$ cat config.mk
export PLATFORM = sky130hd
export DESIGN_NAME = base64_stream_decoder_unit
export DESIGN_NICKNAME = d
export VERILOG_FILES = /design/src/design/b64d_pkg.sv /design/src/design/b64d_core.sv /design/src/design/base64_stream_decoder_unit.sv
export SDC_FILE = /design/constraint.sdc
export NUM_CORES = 1
export LEC_CHECK = 0
export BUFFER_PORTS_ARGS = -buffer_cell sky130_fd_sc_hd__buf_2
export CAP_MARGIN = 20
export CORE_MARGIN = 1.5
export CORE_UTILIZATION = 55
export DETAILED_ROUTE_END_ITERATION = 16
export PLACE_DENSITY = 0.78
export SLEW_MARGIN = 40
export SYNTH_ARGS = -nofsm -noshare
export SYNTH_HDL_FRONTEND = slang
export SYNTH_SLANG_ARGS = --single-unit
$ cat constraint.sdc
create_clock -name clk -period 7.5 [get_ports clk]
set_input_delay 1.125 -clock clk [delete_from_list [all_inputs] [get_ports clk]]
set_output_delay 1.125 -clock clk [all_outputs]
set_load 0.02 [all_outputs]
$ cat src/design/b64d_pkg.sv
// ----------------------------------------------------------------------------
// b64d_pkg
// Types and constants shared by the base64 stream decoder modules.
// ----------------------------------------------------------------------------
package b64d_pkg;

  localparam logic [7:0] END_CHAR_RESET = 8'd41;  // ')'
  localparam int unsigned MAX_RESULTS = 3;

  // register index taken from the byte address
  localparam logic REG_END_CHAR = 1'b0;

  typedef enum logic [1:0] {
    KIND_DATA = 2'd0,
    KIND_DONE = 2'd1,
    KIND_ERR  = 2'd2
  } kind_t;

  typedef enum logic [1:0] {
    ERR_EARLY_END = 2'd0,
    ERR_FORBIDDEN = 2'd1,
    ERR_AFTER_PAD = 2'd2,
    ERR_LONE      = 2'd3
  } err_t;

  typedef struct packed {
    logic [7:0] data;
    kind_t      kind;
    err_t       code;
    logic       last;
  } res_t;

  typedef struct packed {
    logic [1:0] cnt;   // sextets gathered
    logic       pad;   // reading '=' padding
    logic [2:0] gtot;  // sextets plus '=' in a padded group
    logic [1:0] dig;   // sextets of the padded group
  } dec_state_t;

  typedef struct packed {
    logic [1:0]                  n;
    res_t [MAX_RESULTS-1:0]      res;
    dec_state_t                  st_nxt;
    logic                        wr_en;
    logic [1:0]                  wr_idx;
    logic [5:0]                  wr_val;
  } step_t;

endpackage

$ cat src/design/b64d_core.sv
// ----------------------------------------------------------------------------
// b64d_core
// One decode step: classifies a character, updates the group state and
// builds the up to three results that the character causes.
// ----------------------------------------------------------------------------
module b64d_core (
  input  logic [7:0]         char_in,
  input  logic               input_over,
  input  logic [7:0]         end_char,
  input  b64d_pkg::dec_state_t st,
  input  logic [2:0][5:0]    store,
  output b64d_pkg::step_t    step
);
  import b64d_pkg::*;

  typedef struct packed {
    logic       is_sext;
    logic       is_ign;
    logic [5:0] val;
  } cls_t;

  function automatic cls_t classify(input logic [7:0] c);
    cls_t r;
    r = '0;
    if (c >= "A" && c <= "Z") begin
      r.is_sext = 1'b1;
      r.val     = 6'(c - "A");
    end else if (c >= "a" && c <= "z") begin
      r.is_sext = 1'b1;
      r.val     = 6'(c - "a" + 8'd26);
    end else if (c >= "0" && c <= "9") begin
      r.is_sext = 1'b1;
      r.val     = 6'(c - "0" + 8'd52);
    end else if (c == "+") begin
      r.is_sext = 1'b1;
      r.val     = 6'd62;
    end else if (c == "/") begin
      r.is_sext = 1'b1;
      r.val     = 6'd63;
    end else if (c < 8'd32 || c == " " || c == 8'h7f) begin
      r.is_ign  = 1'b1;
    end
    return r;
  endfunction

  // bytes that a partial group of k sextets yields
  function automatic logic [1:0] part_bytes(input logic [1:0] k);
    return (k >= 2'd2) ? 2'(k - 2'd1) : 2'd0;
  endfunction

  cls_t       cls;
  logic       is_end;
  logic       is_pad;
  logic [2:0] gt_inc;
  logic [1:0] eb;
  logic       term;
  kind_t      tkind;
  err_t       tcode;
  logic [2:0][7:0] bytes;

  always_comb begin
    cls    = classify(char_in);
    is_end = (char_in == end_char);
    is_pad = (char_in == "=");
    gt_inc = 3'(st.gtot + 3'd1);
    bytes[0] = {store[0], store[1][5:4]};
    bytes[1] = {store[1][3:0], store[2][5:2]};
    bytes[2] = {store[2][1:0], cls.val};

    step.st_nxt = st;
    step.wr_en  = 1'b0;
    step.wr_idx = st.cnt;
    step.wr_val = cls.val;
    eb    = 2'd0;
    term  = 1'b0;
    tkind = KIND_DONE;
    tcode = ERR_EARLY_END;

    if (st.pad) begin
      if (input_over) begin
        eb = part_bytes(st.dig);
        term = 1'b1;
        tkind = KIND_ERR;
        step.st_nxt = '0;
      end else if (is_end) begin
        eb = part_bytes(st.dig);
        term = 1'b1;
        step.st_nxt = '0;
      end else if (cls.is_ign) begin
        step.st_nxt = st;
      end else if (is_pad) begin
        if (gt_inc >= 3'd4) begin
          eb = part_bytes(st.dig);
          step.st_nxt = '0;
        end else begin
          step.st_nxt.gtot = gt_inc;
        end
      end else begin
        term = 1'b1;
        tkind = KIND_ERR;
        tcode = ERR_AFTER_PAD;
        step.st_nxt = '0;
      end
    end else if (input_over) begin
      term = 1'b1;
      tkind = KIND_ERR;
      step.st_nxt = '0;
    end else if (is_end || is_pad) begin
      if (st.cnt == 2'd1) begin
        term = 1'b1;
        tkind = KIND_ERR;
        tcode = ERR_LONE;
        step.st_nxt = '0;
      end else if (is_end) begin
        eb = part_bytes(st.cnt);
        term = 1'b1;
        step.st_nxt = '0;
      end else if (st.cnt == 2'd3) begin
        // '=' closes a three-sextet group at once
        eb = 2'd2;
        step.st_nxt = '0;
      end else begin
        step.st_nxt.dig  = st.cnt;
        step.st_nxt.gtot = 3'({1'b0, st.cnt} + 3'd1);
        step.st_nxt.cnt  = 2'd0;
        step.st_nxt.pad  = 1'b1;
      end
    end else if (cls.is_ign) begin
      step.st_nxt = st;
    end else if (!cls.is_sext) begin
      term = 1'b1;
      tkind = KIND_ERR;
      tcode = ERR_FORBIDDEN;
      step.st_nxt = '0;
    end else if (st.cnt == 2'd3) begin
      eb = 2'd3;
      step.st_nxt.cnt = 2'd0;
    end else begin
      step.wr_en = 1'b1;
      step.st_nxt.cnt = 2'(st.cnt + 2'd1);
    end

    step.n = 2'(eb + {1'b0, term});
    for (int i = 0; i < MAX_RESULTS; i++) begin
      if (2'(i) < eb) begin
        step.res[i].data = bytes[i];
        step.res[i].kind = KIND_DATA;
        step.res[i].code = ERR_EARLY_END;
      end else begin
        step.res[i].data = 8'd0;
        step.res[i].kind = tkind;
        step.res[i].code = tcode;
      end
      step.res[i].last = (2'(i) == 2'(step.n - 2'd1));
    end
  end

endmodule

$ cat src/design/base64_stream_decoder_unit.sv
// ----------------------------------------------------------------------------
// base64_stream_decoder_unit
// Streaming base64 decoder: one character in, data bytes and status out.
// ----------------------------------------------------------------------------
//  channel   | dir | handshake           | payload
//  in_       | in  | in_tvalid/in_tready | tdata: char_in, tuser: input_over
//  out_      | out | out_tvalid/tready   | tdata: out_byte, tuser: kind, code
//  cfg_      | in  | APB, pready high    | reg 0 end_char at byte address 0
//
// An accepted item is decoded from the input register; its results (up to
// three) load the result register on advance and leave one per ready cycle.
// A group of four characters gives three bytes, so at full flow one character
// is taken every cycle while the bytes drain. Reset is synchronous; it clears
// the group state and empties both registers. A stalled output holds its item
// and stalls input only when the next item has results of its own.
module base64_stream_decoder_unit (
  input  logic        clk,
  input  logic        rst_n,
  input  logic        in_tvalid,
  output logic        in_tready,
  input  logic [7:0]  in_tdata,   // [7:0] char_in
  input  logic [0:0]  in_tuser,   // [0] input_over
  output logic        out_tvalid,
  input  logic        out_tready,
  output logic [7:0]  out_tdata,  // [7:0] out_byte
  output logic [3:0]  out_tuser,  // [1:0] kind, [3:2] error_code
  output logic        out_tlast,
  input  logic        cfg_psel,
  input  logic        cfg_penable,
  input  logic        cfg_pwrite,
  input  logic [2:0]  cfg_paddr,
  input  logic [31:0] cfg_pwdata,
  output logic [31:0] cfg_prdata,
  output logic        cfg_pready
);
  import b64d_pkg::*;

  logic       in_valid_r;
  logic [7:0] in_char_r;
  logic       in_over_r;
  logic [7:0] end_char_r;
  dec_state_t st_r;
  logic [2:0][5:0] store_r;
  res_t [MAX_RESULTS-1:0] res_r;
  logic [1:0] rem_r;
  logic [1:0] ptr_r;

  step_t step;
  logic  advance;
  logic  free_nxt;
  logic  out_take;
  logic  cfg_wr;
  res_t  cur;

  b64d_core u_core (
    .char_in    (in_char_r),
    .input_over (in_over_r),
    .end_char   (end_char_r),
    .st         (st_r),
    .store      (store_r),
    .step       (step)
  );

  assign out_take  = out_tvalid && out_tready;
  assign free_nxt  = (rem_r == 2'd0) || (rem_r == 2'd1 && out_tready);
  assign advance   = in_valid_r && ((step.n == 2'd0) || free_nxt);
  assign in_tready = !in_valid_r || advance;

  assign cur        = res_r[ptr_r];
  assign out_tvalid = (rem_r != 2'd0);
  assign out_tdata  = cur.data;
  assign out_tuser  = {cur.code, cur.kind};
  assign out_tlast  = cur.last;

  assign cfg_pready = 1'b1;
  assign cfg_wr     = cfg_psel && cfg_penable && cfg_pwrite && cfg_pready;
  assign cfg_prdata = (cfg_paddr[2] == REG_END_CHAR) ? {24'd0, end_char_r} : 32'd0;

  always_ff @(posedge clk) begin
    if (!rst_n) begin
      in_valid_r <= 1'b0;
      st_r       <= '0;
      rem_r      <= 2'd0;
      ptr_r      <= 2'd0;
      end_char_r <= END_CHAR_RESET;
    end else begin
      if (cfg_wr && cfg_paddr[2] == REG_END_CHAR) begin
        end_char_r <= cfg_pwdata[7:0];
      end
      if (in_tready) begin
        in_valid_r <= in_tvalid;
      end
      if (advance) begin
        st_r <= step.st_nxt;
      end
      if (advance && step.n != 2'd0) begin
        rem_r <= step.n;
        ptr_r <= 2'd0;
      end else if (out_take) begin
        rem_r <= 2'(rem_r - 2'd1);
        ptr_r <= 2'(ptr_r + 2'd1);
      end
    end
  end

  // payload registers
  always_ff @(posedge clk) begin
    if (in_tready) begin
      in_char_r <= in_tdata;
      in_over_r <= in_tuser[0];
    end
    if (advance && step.wr_en) begin
      store_r[step.wr_idx] <= step.wr_val;
    end
    if (advance && step.n != 2'd0) begin
      res_r <= step.res;
    end
  end

endmodule

==> results.py <==
metrics = {
    "route": {
        "post-route-drc-count": 0,
        "drt_iter0_markers": 139,
        "drt.antenna.violating_nets": 0,
        "wl_per_cell_um": 14.9,
        "wirelength_um": 8960,
        "vias_per_cell": 5.41,
        "vias": 3262,
        "dr.pass1.iters": 5,
    },
    "grt": {
        "gr-total-overflow": 0,
        "grt_pass1_wl_um": 14900,
        "grt_antenna_before_repair": 0,
        "track_usage": 0.201,
        "grt_start_max_net_pins": 40,
        "grt_pass1_vias": 3060,
    },
    "placed_design": {
        "place_congestion": 0.880,
        "port-buffer-count": 47,
        "place_worst_setup_slack_ns": 2.81,
        "dp_hpwl_um": 6420,
        "dp.cells": 587,
        "post_dp_cell_area_um2": 5040,
    },
    "min_path": {
        "min_path_cells": 2,
        "min_to": "st_r[4]",
        "holdCritStartpoint": "st_r[4]",
        "hp-class": "reg -> reg",
    },
    "power": {
        "power.density_nw_per_um2": 220,
        "ir_worst_vdd_mv": 0.128,
        "power.total_w": 0.00115,
        "p_leak_nw": 2.02,
    },
    "die": {
        "num_rows": 34,
        "die_width_um": 96.7,
        "dieArea_um2": 9350,
        "io_pins": 99,
        "core-area_um2": 8590,
        "start_util": 0.562,
        "die_h_um": 96.7,
    },
    "sta": {
        "setup_tns_ns": 0,
        "maxSlewHeadroom": 0.597,
        "worst_slew_pin_slew_ns": 0.602,
        "max_freq_ghz": 0.196,
        "finalMaxSlewViolations": 0,
        "rsz0062_at_grt": "no",
        "hold_viol": 0,
        "final.setup_skew_ns": 0.0107,
        "fin_crit_ns": 5.11,
        "worst_slack_ns": 2.39,
        "setup_violations": 0,
        "min_period_over_period": 0.682,
    },
    "clock_network": {
        "cts_buffers": 9,
        "htreeDepth": 3,
        "ctsResizeCount": 0,
        "post_cts_buffers": 0,
        "cts.path.max_buffers": 2,
        "postCtsHoldBufs": 0,
        "cts_sinks": 87,
        "path_clk_slew_ns": 0.10,
        "cts-root-buf": "clkbuf_8",
        "cts_tree": "yes",
        "clock_latency_ns": 0.37,
    },
    "worst_setup_path": {
        "startpoint": "in_char_r[2]",
        "cp_slowest_cell": "edfxtp_1",
        "rr_startpoint": "in_char_r[2]",
        "r2r_setup_slack_ns": 3.01,
        "critPathKind": "reg -> out",
        "max_stage_delay_ns": 0.61,
        "crit_path_end_kind": "primary output",
        "worstSetupStartpointType": "flip-flop",
        "r2r-end": "store_r[8]",
        "cp_cell_sequence": "inv_2, ha_1, a21oi_1, a41oi_1, a221o_1, nand2_1, a31oi_1, o32ai_1, buf_4, ha_1, xor2_2, o211ai_1, buf_4, buf_2",
        "crit_required_ns": 6.38,
        "reg2reg_depth": 15,
        "crit_arrival_ns": 3.99,
        "cp_max_fo": 12,
    },
    "finish": {
        "multiInputGateArea_um2": 2170,
        "ff_latch_area_um2": 2400,
        "area_growth_pct": 8.37,
        "nFillCells": 723,
        "antenna_cells": 0,
        "final_cells": 603,
        "drive_above_1_share": 0.176,
        "fin_area_um2": 5230,
        "num-nets-final": 561,
    },
    "synth": {
        "synth_area_per_cell_um2": 10.7,
        "ys_ff_latch": 87,
        "synth_edf_count": 66,
        "ys_async_sr_fraction": 0,
        "synth_cells": 450,
        "ys_warn_count": 0,
        "yosysTopAreaCell": "edfxtp_1",
        "syn-cell-area_um2": 4830,
        "synth.area.top_cells": "edfxtp_1 (41%), dfxtp_1 (8.7%), ha_1 (5.2%)",
        "synthFlopType": "edfxtp_1",
        "synth_top_area_frac": 0.410,
        "ys_seq_area_frac": 0.497,
        "synth_cell_type_count": 67,
    },
    "flow_run": {
        "drv_cap": 0,
    },
    "outcome": {
        "status": "complete, no violations",
    },
}
[registers in the layout, summed over array words and instances, names as in the netlist, 2 cells and up]
name / cells
res_r: 39
store_r: 18
end_char_r: 8
in_char_r: 8
st_r: 8
ptr_r: 2
rem_r: 2
[how the worst max path moves through the flow]
stage          slack (ns)  cells after the start         to
5_1_grt              2.07                     14  in_tready
2_1_floorplan        2.97                     13  in_tready
6_report             2.39                     14  in_tready
3_3_place_gp         2.86                     14  in_tready
3_5_place_dp         2.81                     14  in_tready
4_1_cts              2.38                     14  in_tready
[stage by stage]
| step | utilization | hold slack [ns] |
|---|---|---|
| 6_report | 0.609 | 0.452 |
| 5_1_grt | 0.609 | 0.497 |
| 4_1_cts | 0.609 | 0.452 |
| 3_5_place_dp | 0.586 | 0.438 |
| 3_3_place_gp | 0.586 | 0.430 |
| 2_1_floorplan | - | 0.422 |
[area by class of cell]
type | count | area share
clock inverter | 6 | 0.0110
clock buffer | 10 | 0.0263
timing repair buffer | 50 | 0.0492
tap | 108 | 0.0258
sequential | 87 | 0.459
multi-input combinational | 324 | 0.415
inverter | 18 | 0.0129
[placed cells by master (no fill, tap or decap), drive strengths merged, types with 3 or more instances in the layout]
cell	n
a2bb2oi	3
clkbuf	10
a21boi	6
nor2b	25
nor2	18
nand3	14
nor4	3
nor3b	4
nor3	7
nand4	5
xor2	4
and2	15
a31oi	3
xnor2	14
conb	25
o211ai	5
buf	50
and3	11
ha	20
and4	3
inv	24
o21ai	23
edfxtp	66
mux2i	19
dfxtp	21
nand2b	3
a21oi	15
nand2	50
[synthesized netlist by cell type (all sizes together), types with 3 or more instances]
| cell | n |
|---|---|
| a21oi | 15 |
| buf | 32 |
| nand4 | 5 |
| and2 | 15 |
| a2bb2oi | 3 |
| nor2 | 18 |
| ha | 20 |
| xnor2 | 14 |
| a31oi | 3 |
| dfxtp | 21 |
| inv | 18 |
| nand2b | 3 |
| nor3 | 7 |
| edfxtp | 66 |
| and3 | 11 |
| mux2i | 19 |
| a21boi | 6 |
| nor4 | 3 |
| xor2 | 4 |
| o211ai | 5 |
| nand3 | 14 |
| nor2b | 25 |
| clkbuf | 12 |
| and4 | 3 |
| o21ai | 23 |
| nor3b | 4 |
| nand2 | 50 |
[power breakdown]
group / leakage, nW / internal [W] / total (W) / switching [W]
clock network: 0.102 / 0.000139 / 0.000326 / 0.000188
registers: 0.801 / 0.000562 / 0.000598 / 0.0000358
logic: 1.12 / 0.0000860 / 0.000227 / 0.000141
[logic make-up (layout without fill, tap and decap cells)]
kind of cell / Yosys count / count (layout) / share of synthesized area
AO/OA/AOI/OAI: 79 / 79 / 0.120
XOR/XNOR: 18 / 18 / 0.0342
adder cells (fa/ha/maj): 20 / 20 / 0.0518
buffers and inverters: 62 / 84 / 0.0707
flip-flops: 87 / 87 / 0.497
multiplexers: 19 / 19 / 0.0394
other: 2 / 25 / 0.00155
AND/OR/NAND/NOR: 163 / 163 / 0.184
[worst max-delay path, delay by kind of cell (launching register included)]
family | cells | cell delay, ns
AO/OA/AOI/OAI | 6 | 1.23
XOR/XNOR | 1 | 0.29
adder cells (fa/ha/maj) | 2 | 0.56
buffers and inverters | 4 | 0.73
flip-flops | 1 | 0.61
AND/OR/NAND/NOR | 1 | 0.19
[metal layers]
layer  global-route usage  up-vias  share of wire
met5                    0        -              0
met4               0.0992        0          0.021
met3               0.0484       16          0.052
met2                0.327       98           0.49
met1                0.251     1513           0.44
li1                     -     1635              -
(Power assumes the default switching activity.)
